`src/sv/spq_pkg.sv`:
```
// ----------------------------------------------------------------------------
// spq_pkg
// Shared sizes, register indexes, reset values and word types of the sensor
// presence qualifier.
// ----------------------------------------------------------------------------
package spq_pkg;

  localparam int WINDOW  = 16;
  localparam int SMP_W   = 10;
  localparam int SUM_W   = $clog2(WINDOW * ((1 << SMP_W) - 1) + 1);
  localparam int CNT_W   = $clog2(WINDOW + 1);
  localparam int STEP_W  = $clog2(SUM_W + 1);
  localparam int LIMIT_W = 16;
  localparam int CFG_W   = 16;
  localparam int IDX_W   = 3;

  localparam logic [SMP_W-1:0]   VALID_MIN_RST = SMP_W'(200);
  localparam logic [SMP_W-1:0]   VALID_MAX_RST = SMP_W'(950);
  localparam logic [SMP_W-1:0]   RISE_RST      = SMP_W'(650);
  localparam logic [SMP_W-1:0]   FALL_RST      = SMP_W'(580);
  localparam logic [LIMIT_W-1:0] LIMIT_RST     = LIMIT_W'(1200);
  localparam logic [LIMIT_W-1:0] TICK_SAT      = '1;

  typedef enum logic [IDX_W-1:0] {
    REG_VALID_MIN = 3'd0,
    REG_VALID_MAX = 3'd1,
    REG_RISE      = 3'd2,
    REG_FALL      = 3'd3,
    REG_LOSS      = 3'd4
  } reg_idx_e;

  typedef struct packed {
    logic             cmd;
    logic [SMP_W-1:0] sample;
  } in_word_t;

  typedef struct packed {
    logic [SMP_W-1:0] mean_value;
    logic             none_valid;
    logic             present;
    logic             lost;
  } out_word_t;

  typedef struct packed {
    logic [SUM_W-1:0] sum;
    logic [CNT_W-1:0] count;
    logic             wrap;
  } acc_t;

endpackage

```
`src/sv/sensor_presence_qualifier.sv`:
```
// ----------------------------------------------------------------------------
// sensor_presence_qualifier
// Window average of qualified sensor samples with a hysteresis presence flag
// and a saturating absence timer driven by millisecond ticks.
//
//   channel   signals                              word
//   input     in_valid_i / in_ready_o / in_word_i  cmd, sample
//   output    out_valid_o / out_ready_i / out_word_o
//                                                  mean, none, present, lost
//   config    cfg_we_i / cfg_idx_i / cfg_data_i    register write, no wait
//
// A tick or a sample that does not close the window leaves the block idle,
// ready for another input. The sample that closes the window starts the
// bit-serial divider, producing one quotient bit per cycle, and the block
// steps through S_START, S_DIV and S_FIN. Input is stalled until the result
// is loaded into the output register, which waits only if the previous
// result has not been taken. No clearing pass follows reset.
// ----------------------------------------------------------------------------
module sensor_presence_qualifier (
  input  logic                      clk_i,
  input  logic                      rst_ni,
  input  logic                      in_valid_i,
  output logic                      in_ready_o,
  input  spq_pkg::in_word_t         in_word_i,
  output logic                      out_valid_o,
  input  logic                      out_ready_i,
  output spq_pkg::out_word_t        out_word_o,
  input  logic                      cfg_we_i,
  input  logic [spq_pkg::IDX_W-1:0] cfg_idx_i,
  input  logic [spq_pkg::CFG_W-1:0] cfg_data_i
);

  typedef enum logic [1:0] {
    S_IDLE,
    S_START,
    S_DIV,
    S_FIN
  } state_e;

  state_e                      state_q, state_d;
  logic [spq_pkg::SMP_W-1:0]   vmin_q, vmax_q, rise_q, fall_q;
  logic [spq_pkg::LIMIT_W-1:0] limit_q;
  logic                        pres_q, pres_d;
  logic [spq_pkg::LIMIT_W-1:0] abs_q, abs_d;
  logic                        none_q, none_d;
  logic                        ov_q, ov_d;
  spq_pkg::out_word_t          ow_q, ow_d;

  logic                        in_acc;
  logic                        smp_en;
  logic                        tick_en;
  logic                        div_start;
  logic                        div_busy;
  logic [spq_pkg::SMP_W-1:0]   quot;
  spq_pkg::acc_t               acc;
  logic                        slot_free;
  logic                        p_rise;
  logic                        p_new;

  assign in_ready_o = (state_q == S_IDLE);
  assign in_acc     = in_valid_i && in_ready_o;
  assign smp_en     = in_acc && !in_word_i.cmd;
  assign tick_en    = in_acc && in_word_i.cmd;
  assign div_start  = (state_q == S_START);
  assign slot_free  = !ov_q || out_ready_i;

  spq_accum u_accum (
    .clk_i       (clk_i),
    .rst_ni      (rst_ni),
    .smp_en_i    (smp_en),
    .sample_i    (in_word_i.sample),
    .valid_min_i (vmin_q),
    .valid_max_i (vmax_q),
    .clr_i       (div_start),
    .acc_o       (acc)
  );

  spq_div u_div (
    .clk_i      (clk_i),
    .rst_ni     (rst_ni),
    .start_i    (div_start),
    .dividend_i (acc.sum),
    .divisor_i  (acc.count),
    .busy_o     (div_busy),
    .quot_o     (quot)
  );

  always_ff @(posedge clk_i or negedge rst_ni) begin
    if (!rst_ni) begin
      vmin_q  <= spq_pkg::VALID_MIN_RST;
      vmax_q  <= spq_pkg::VALID_MAX_RST;
      rise_q  <= spq_pkg::RISE_RST;
      fall_q  <= spq_pkg::FALL_RST;
      limit_q <= spq_pkg::LIMIT_RST;
    end else if (cfg_we_i) begin
      case (cfg_idx_i)
        spq_pkg::REG_VALID_MIN: vmin_q  <= cfg_data_i[spq_pkg::SMP_W-1:0];
        spq_pkg::REG_VALID_MAX: vmax_q  <= cfg_data_i[spq_pkg::SMP_W-1:0];
        spq_pkg::REG_RISE:      rise_q  <= cfg_data_i[spq_pkg::SMP_W-1:0];
        spq_pkg::REG_FALL:      fall_q  <= cfg_data_i[spq_pkg::SMP_W-1:0];
        spq_pkg::REG_LOSS:      limit_q <= cfg_data_i[spq_pkg::LIMIT_W-1:0];
        default: ;
      endcase
    end
  end

  assign p_rise = pres_q || (quot >= rise_q);
  assign p_new  = none_q ? pres_q : (p_rise && !(quot < fall_q));

  always_comb begin
    state_d = state_q;
    pres_d  = pres_q;
    abs_d   = abs_q;
    none_d  = none_q;
    ov_d    = ov_q && !out_ready_i;
    ow_d    = ow_q;
    case (state_q)
      S_IDLE: begin
        if (tick_en && !pres_q && (abs_q != spq_pkg::TICK_SAT)) begin
          abs_d = abs_q + 1'b1;
        end
        if (smp_en && acc.wrap) begin
          state_d = S_START;
        end
      end
      S_START: begin
        none_d  = (acc.count == '0);
        state_d = S_DIV;
      end
      S_DIV: begin
        if (!div_busy) begin
          state_d = S_FIN;
        end
      end
      S_FIN: begin
        if (slot_free) begin
          pres_d = p_new;
          if (p_new) begin
            abs_d = '0;
          end
          ov_d = 1'b1;
          ow_d = '{mean_value: none_q ? '0 : quot,
                   none_valid: none_q,
                   present:    p_new,
                   lost:       !p_new && (abs_q >= limit_q)};
          state_d = S_IDLE;
        end
      end
      default: state_d = S_IDLE;
    endcase
  end

  always_ff @(posedge clk_i or negedge rst_ni) begin
    if (!rst_ni) begin
      state_q <= S_IDLE;
      pres_q  <= 1'b0;
      abs_q   <= '0;
      none_q  <= 1'b0;
      ov_q    <= 1'b0;
      ow_q    <= '0;
    end else begin
      state_q <= state_d;
      pres_q  <= pres_d;
      abs_q   <= abs_d;
      none_q  <= none_d;
      ov_q    <= ov_d;
      ow_q    <= ow_d;
    end
  end

  assign out_valid_o = ov_q;
  assign out_word_o  = ow_q;

  a_present_not_lost: assert property (@(posedge clk_i) disable iff (!rst_ni)
    out_valid_o |-> !(out_word_o.present && out_word_o.lost))
    else $error("present and lost raised together");

  a_none_zero_mean: assert property (@(posedge clk_i) disable iff (!rst_ni)
    (out_valid_o && out_word_o.none_valid) |-> (out_word_o.mean_value == '0))
    else $error("empty window reported a non-zero mean");

  a_present_no_absence: assert property (@(posedge clk_i) disable iff (!rst_ni)
    pres_q |-> (abs_q == '0))
    else $error("absence timer running while present");

  a_div_launch: assert property (@(posedge clk_i) disable iff (!rst_ni)
    (state_q == S_START) |=> div_busy)
    else $error("divider did not start at window end");

endmodule

```
`src/sv/spq_accum.sv`:
```
// ----------------------------------------------------------------------------
// spq_accum
// Qualifies each sample against the valid band and keeps the window sum,
// valid count and window position.
// ----------------------------------------------------------------------------
module spq_accum (
  input  logic                      clk_i,
  input  logic                      rst_ni,
  input  logic                      smp_en_i,
  input  logic [spq_pkg::SMP_W-1:0] sample_i,
  input  logic [spq_pkg::SMP_W-1:0] valid_min_i,
  input  logic [spq_pkg::SMP_W-1:0] valid_max_i,
  input  logic                      clr_i,
  output spq_pkg::acc_t             acc_o
);

  logic [spq_pkg::SUM_W-1:0] sum_q, sum_d;
  logic [spq_pkg::CNT_W-1:0] cnt_q, cnt_d;
  logic [spq_pkg::CNT_W-1:0] win_q, win_d;
  logic                      in_band;
  logic                      wrap;

  assign in_band = (sample_i >= valid_min_i) && (sample_i <= valid_max_i);
  assign wrap    = (win_q == spq_pkg::CNT_W'(spq_pkg::WINDOW - 1));

  always_comb begin
    sum_d = sum_q;
    cnt_d = cnt_q;
    win_d = win_q;
    if (clr_i) begin
      sum_d = '0;
      cnt_d = '0;
    end else if (smp_en_i) begin
      if (in_band) begin
        sum_d = sum_q + spq_pkg::SUM_W'(sample_i);
        cnt_d = cnt_q + 1'b1;
      end
      win_d = wrap ? '0 : win_q + 1'b1;
    end
  end

  always_ff @(posedge clk_i or negedge rst_ni) begin
    if (!rst_ni) begin
      sum_q <= '0;
      cnt_q <= '0;
      win_q <= '0;
    end else begin
      sum_q <= sum_d;
      cnt_q <= cnt_d;
      win_q <= win_d;
    end
  end

  assign acc_o = '{sum: sum_q, count: cnt_q, wrap: wrap};

endmodule

```
`src/sv/spq_div.sv`:
```
// ----------------------------------------------------------------------------
// spq_div
// Bit-serial restoring divider: one quotient bit per cycle, the dividend
// register shifting out its top bit as each quotient bit shifts in.
// ----------------------------------------------------------------------------
module spq_div (
  input  logic                      clk_i,
  input  logic                      rst_ni,
  input  logic                      start_i,
  input  logic [spq_pkg::SUM_W-1:0] dividend_i,
  input  logic [spq_pkg::CNT_W-1:0] divisor_i,
  output logic                      busy_o,
  output logic [spq_pkg::SMP_W-1:0] quot_o
);

  logic [spq_pkg::SUM_W-1:0]  dvd_q, dvd_d;
  logic [spq_pkg::CNT_W-1:0]  rem_q, rem_d;
  logic [spq_pkg::CNT_W-1:0]  dsr_q, dsr_d;
  logic [spq_pkg::STEP_W-1:0] step_q, step_d;
  logic                       busy_q, busy_d;
  logic [spq_pkg::CNT_W:0]    rem_sh;
  logic [spq_pkg::CNT_W:0]    rem_sub;
  logic                       fits;

  assign rem_sh  = {rem_q, dvd_q[spq_pkg::SUM_W-1]};
  assign rem_sub = rem_sh - {1'b0, dsr_q};
  assign fits    = (rem_sh >= {1'b0, dsr_q});

  always_comb begin
    dvd_d  = dvd_q;
    rem_d  = rem_q;
    dsr_d  = dsr_q;
    step_d = step_q;
    busy_d = busy_q;
    if (start_i) begin
      dvd_d  = dividend_i;
      rem_d  = '0;
      dsr_d  = divisor_i;
      step_d = spq_pkg::STEP_W'(spq_pkg::SUM_W);
      busy_d = 1'b1;
    end else if (busy_q) begin
      dvd_d  = {dvd_q[spq_pkg::SUM_W-2:0], fits};
      rem_d  = fits ? rem_sub[spq_pkg::CNT_W-1:0] : rem_sh[spq_pkg::CNT_W-1:0];
      step_d = step_q - 1'b1;
      busy_d = (step_q != spq_pkg::STEP_W'(1));
    end
  end

  always_ff @(posedge clk_i or negedge rst_ni) begin
    if (!rst_ni) begin
      busy_q <= 1'b0;
      step_q <= '0;
    end else begin
      busy_q <= busy_d;
      step_q <= step_d;
    end
  end

  always_ff @(posedge clk_i) begin
    dvd_q <= dvd_d;
    rem_q <= rem_d;
    dsr_q <= dsr_d;
  end

  assign busy_o = busy_q;
  assign quot_o = dvd_q[spq_pkg::SMP_W-1:0];

endmodule
```
`config.mk`:
```
export PLATFORM = sky130hd
export DESIGN_NAME = sensor_presence_qualifier
export DESIGN_NICKNAME = d
export VERILOG_FILES = /design/src/sv/spq_pkg.sv /design/src/sv/sensor_presence_qualifier.sv /design/src/sv/spq_accum.sv /design/src/sv/spq_div.sv
export SDC_FILE = /design/constraint.sdc
export NUM_CORES = 1
export LEC_CHECK = 0
export ABC_AREA = 1
export BUFFER_PORTS_ARGS = -buffer_cell sky130_fd_sc_hd__buf_2
export CAP_MARGIN = 20
export CORE_MARGIN = 2
export CORE_UTILIZATION = 35
export DETAILED_ROUTE_END_ITERATION = 16
export GPL_ROUTABILITY_DRIVEN = 0
export GPL_TIMING_DRIVEN = 0
export PLACE_DENSITY = 0.54
export SLEW_MARGIN = 30
export SYNTH_ARGS = -nofsm -noshare
export SYNTH_HDL_FRONTEND = slang
export SYNTH_HIERARCHICAL = 1
export SYNTH_SLANG_ARGS = --single-unit
```
`constraint.sdc`:
```
create_clock -name clk_i -period 1.81 [get_ports clk_i]
set_clock_uncertainty 0.05 [all_clocks]
set_input_delay 0.362 -clock clk_i [delete_from_list [all_inputs] [get_ports clk_i]]
set_output_delay 0.362 -clock clk_i [all_outputs]
set_load 0.05 [all_outputs]
```
==> results.sh <==
export IMPL_cts_made_buffers=17
export IMPL_hold_viol_final=0
export IMPL_fillCellCount=2461
export IMPL_nets=1303
export IMPL_coreArea_sq_mm=0.0243
export IMPL_crit_path_cell_trace="inv_2, ha_4, nand2_2, nand2_1, a21oi_2, nand4_1, nand2_1, nand2_2, nand3_4, nand2_8, clkbuf_16, nand2_1, nand2_1"
export IMPL_crit_top_cell="nand2_1"
export IMPL_routed_wl_mm=21.9
export IMPL_grt_ovfl_total=0
export IMPL_total_power_mw=15.9
export IMPL_violations="negative setup slack"
export IMPL_rows=57
export IMPL_synth_fp_nets=1202
export IMPL_yosys_top_cells_area="dfrtp_1 28%, nand2_1 14%, ha_1 11%"
export IMPL_yosys_area_top_type="dfrtp_1"
export IMPL_cts_tree="yes"
export IMPL_cts_buffer_depth=2
export IMPL_worstReg2RegEnd="abs_q[9]$_DFFE_PN0P_"
export IMPL_synth_flop_cell="dfrtp_1"
export IMPL_clockRootBuffer="clkbuf_16"
export IMPL_synth_cells=1086
export IMPL_holdPathStages=3
export IMPL_synth_cell_type_count=44
export IMPL_synthArstFlopShare=0.831
export IMPL_worst_r2r_path_depth=13
export IMPL_synth_edf_count=19
export IMPL_syn2layout_area_growth_pct=25.9
export IMPL_critPathKind="reg2reg"
export IMPL_ys_seq_elements=142
export IMPL_drive_gt1_frac=0.242
export IMPL_hold_path_end="limit_q[10]$_DFFE_PN1P_"
export IMPL_crit_path_end_kind="flop"
export IMPL_h_tree_depth=4
export IMPL_synth_top_area_share=0.280
export IMPL_yosysMostFrequentCell="nand2_1"
export IMPL_setup_viol=35
export IMPL_drcViolationCount=0
export IMPL_clock_sinks=142
export IMPL_clock_latency_ns=0.42
export IMPL_rsz0062_at_grt="true"
export IMPL_start_kind="flop"
export IMPL_finish_utilization=0.448
export IMPL_antenna_found_initial=0
export IMPL_reg2reg_slack_ns=-0.22
export IMPL_grt_start_max_net_pins=71
export IMPL_status="complete, but fails checks"
export IMPL_dr_pass1_iters=4
export IMPL_grt_total_usage=0.177
export IMPL_die_h_um=161
export IMPL_vias=7159
export IMPL_crit_required_ns=2.08
export IMPL_wl_per_cell_um=14.4
export IMPL_r2r_start="rise_q[7]$_DFFE_PN1P_"
export IMPL_grt_pass1_vias=7146
export IMPL_critPathMaxFanout=6
export IMPL_finalCriticalPeriod_ns=2.03
export IMPL_die_area_sq_mm=0.0260
export IMPL_post_route_period_util=1.12
export IMPL_syn_area_per_cell_sq_um=7.97
export IMPL_synth_commonest_cells="319 x nand2_1, 144 x inv_1, 97 x dfrtp_1, 89 x nand3_1, 79 x ha_1"
export IMPL_viasPerCell=4.70
export IMPL_io_pins=50
export IMPL_tightest_slew_ns=0.535
export IMPL_final_antenna_net_count=0
export IMPL_place_hpwl_mm=15.8
export IMPL_ir_worst_vdd_v=0.000717
export IMPL_slowest_stage="dfstp_2"
export IMPL_relSlewSlack=0.643
export IMPL_port_buffers=49
export IMPL_n_antenna_cell=0
export IMPL_yosysWarnings=6
export IMPL_path_clk_slew_ns=0.06
export IMPL_cp_arrival_ns=2.30
export IMPL_drtIter0Drc=392
export IMPL_start_util=0.356
export IMPL_finalWorstSetupSlack_ns=-0.224
export IMPL_max_stage_delay_ns=0.54
export IMPL_min_path_type="in2reg"
export IMPL_seq_area_frac_synth=0.422
export IMPL_report_final_slew_viol_count=0
export IMPL_powerDensity_mw_per_mm2=1460
export IMPL_synthesis_area_sq_mm=0.00866
export IMPL_hold_start="cfg_data_i[10]"
export IMPL_grt_pass1_wl_mm=36.4
export IMPL_leakage_nw=5.46
export IMPL_die_x_um=161
export IMPL_maxCapViolCount=0
export IMPL_timing_fmax_mhz=492
-- power breakdown --
part | switching, mW | total (mW) | internal [mW]
sequential | 0.647 | 4.87 | 4.22
clock | 1.46 | 3.70 | 2.24
combinational | 4.36 | 7.37 | 3.01
total | 6.47 | 15.9 | 9.48
-- critical path: cells and delay by family (launching register included) --
family	cells	cell delay [ns]
adders and majority gates	1	0.22
buffers and inverters	2	0.21
DFF	1	0.54
and+or+nand+nor	9	0.78
AOI/OAI and AO/OA	1	0.13
-- stage by stage --
stage               setup TNS [ns]  instances  setup slack [ns]  hold slack [ns]  instance area [sq um]
floorplan                   -0.376       1086           -0.0330           0.0164                   8700
global placement           -164.87       1459             -1.35            0.403                   9360
detailed placement          -21.14       1460            -0.385            0.268                   9390
CTS                          -6.21       1512            -0.202            0.102                  10600
global route                 -9.57       1524            -0.340            0.119                  10900
finish                       -6.04       1524            -0.224            0.116                  10900
-- cell type report --
| type | instances | area [sq um] | share of cell area |
|---|---|---|---|
| timing repair buffer | 83 | 608 | 0.0558 |
| clock inverter | 13 | 163 | 0.0149 |
| inverter | 148 | 562 | 0.0515 |
| clock buffer | 19 | 453 | 0.0415 |
| sequential | 142 | 3650 | 0.335 |
| buffer | 35 | 262 | 0.0240 |
| multi-input combinational | 760 | 4800 | 0.440 |
| tap | 324 | 405 | 0.0372 |
-- routing by layer --
layer / vias up / global-route usage / wire (um)
met1: 3361 / 0.245 / 10700
met5: - / 0 / 0
met2: 102 / 0.286 / 10200
met4: 0 / 0.0507 / 245
met3: 17 / 0.0326 / 679
li1: 3679 / - / -
-- registers in the layout (all words and copies together) (netlist names), 4 cells and up --
register       flops
u_div/dvd_q       14
out_word_o        13
u_div/rem_q        5
vmax_q            10
u_accum/cnt_q      5
u_div/dsr_q        5
limit_q           16
fall_q            10
u_accum/sum_q     14
u_div/step_q       4
vmin_q            10
abs_q             16
rise_q            10
u_accum/win_q      5
-- layout by cell type, fill, tap and decap left out, drive strengths merged, types with 2 or more instances in the layout --
cell type,instances
clkinv,4
nand3b,3
a31oi,2
o21ai,66
ha,79
nor2,85
nand4,7
clkinvlp,5
a21o,4
nor3,10
bufinv,3
dfstp,21
buf,104
or2,2
edfxtp,19
xor2,18
nand3,93
a21oi,35
nand2,328
dfxtp,5
nor3b,2
dfrtp,97
a22o,10
inv,149
clkbuf,32
fa,2
xnor2,8
-- worst max-delay path by stage --
stage                                  start  slack (ns)                        to  cells past startpoint
floorplan              rise_q[3]$_DFFE_PN1P_       -0.03      abs_q[5]$_DFFE_PN0P_                     15
global placement                      rst_ni       -1.35     vmin_q[5]$_DFFE_PN0P_                      1
detailed placement    state_q[1]$_DFFE_PN0P_       -0.38  u_div/dvd_q[5]$_DFFE_PP_                      5
CTS                    rise_q[3]$_DFFE_PN1P_       -0.20      abs_q[6]$_DFFE_PN0P_                     15
global route        u_div/dvd_q[9]$_DFFE_PP_       -0.34      abs_q[8]$_DFFE_PN0P_                     13
finish                 rise_q[7]$_DFFE_PN1P_       -0.22      abs_q[9]$_DFFE_PN0P_                     13
-- kinds of logic after synthesis --
| kind of cell | after synthesis | synth area share |
|---|---|---|
| AO/OA/AOI/OAI | 122 | 0.0783 |
| XOR/XNOR | 26 | 0.0263 |
| adder cells (fa/ha/maj) | 81 | 0.119 |
| AND/OR/NAND/NOR | 529 | 0.264 |
| flip-flops | 142 | 0.422 |
| buffers and inverters | 186 | 0.0915 |
-- repair_timing --
action | in CTS | in global routing
setup endpoints to repair | 91 | 79
gates cloned | 3 | 2
pin swaps | 25 | 35
buffers inserted | 17 | 13
hold endpoints to repair | 48 | 0
resized for setup | 93 | 49
hold buffers | 1 | 0
Power figures use the tool's default switching activity.
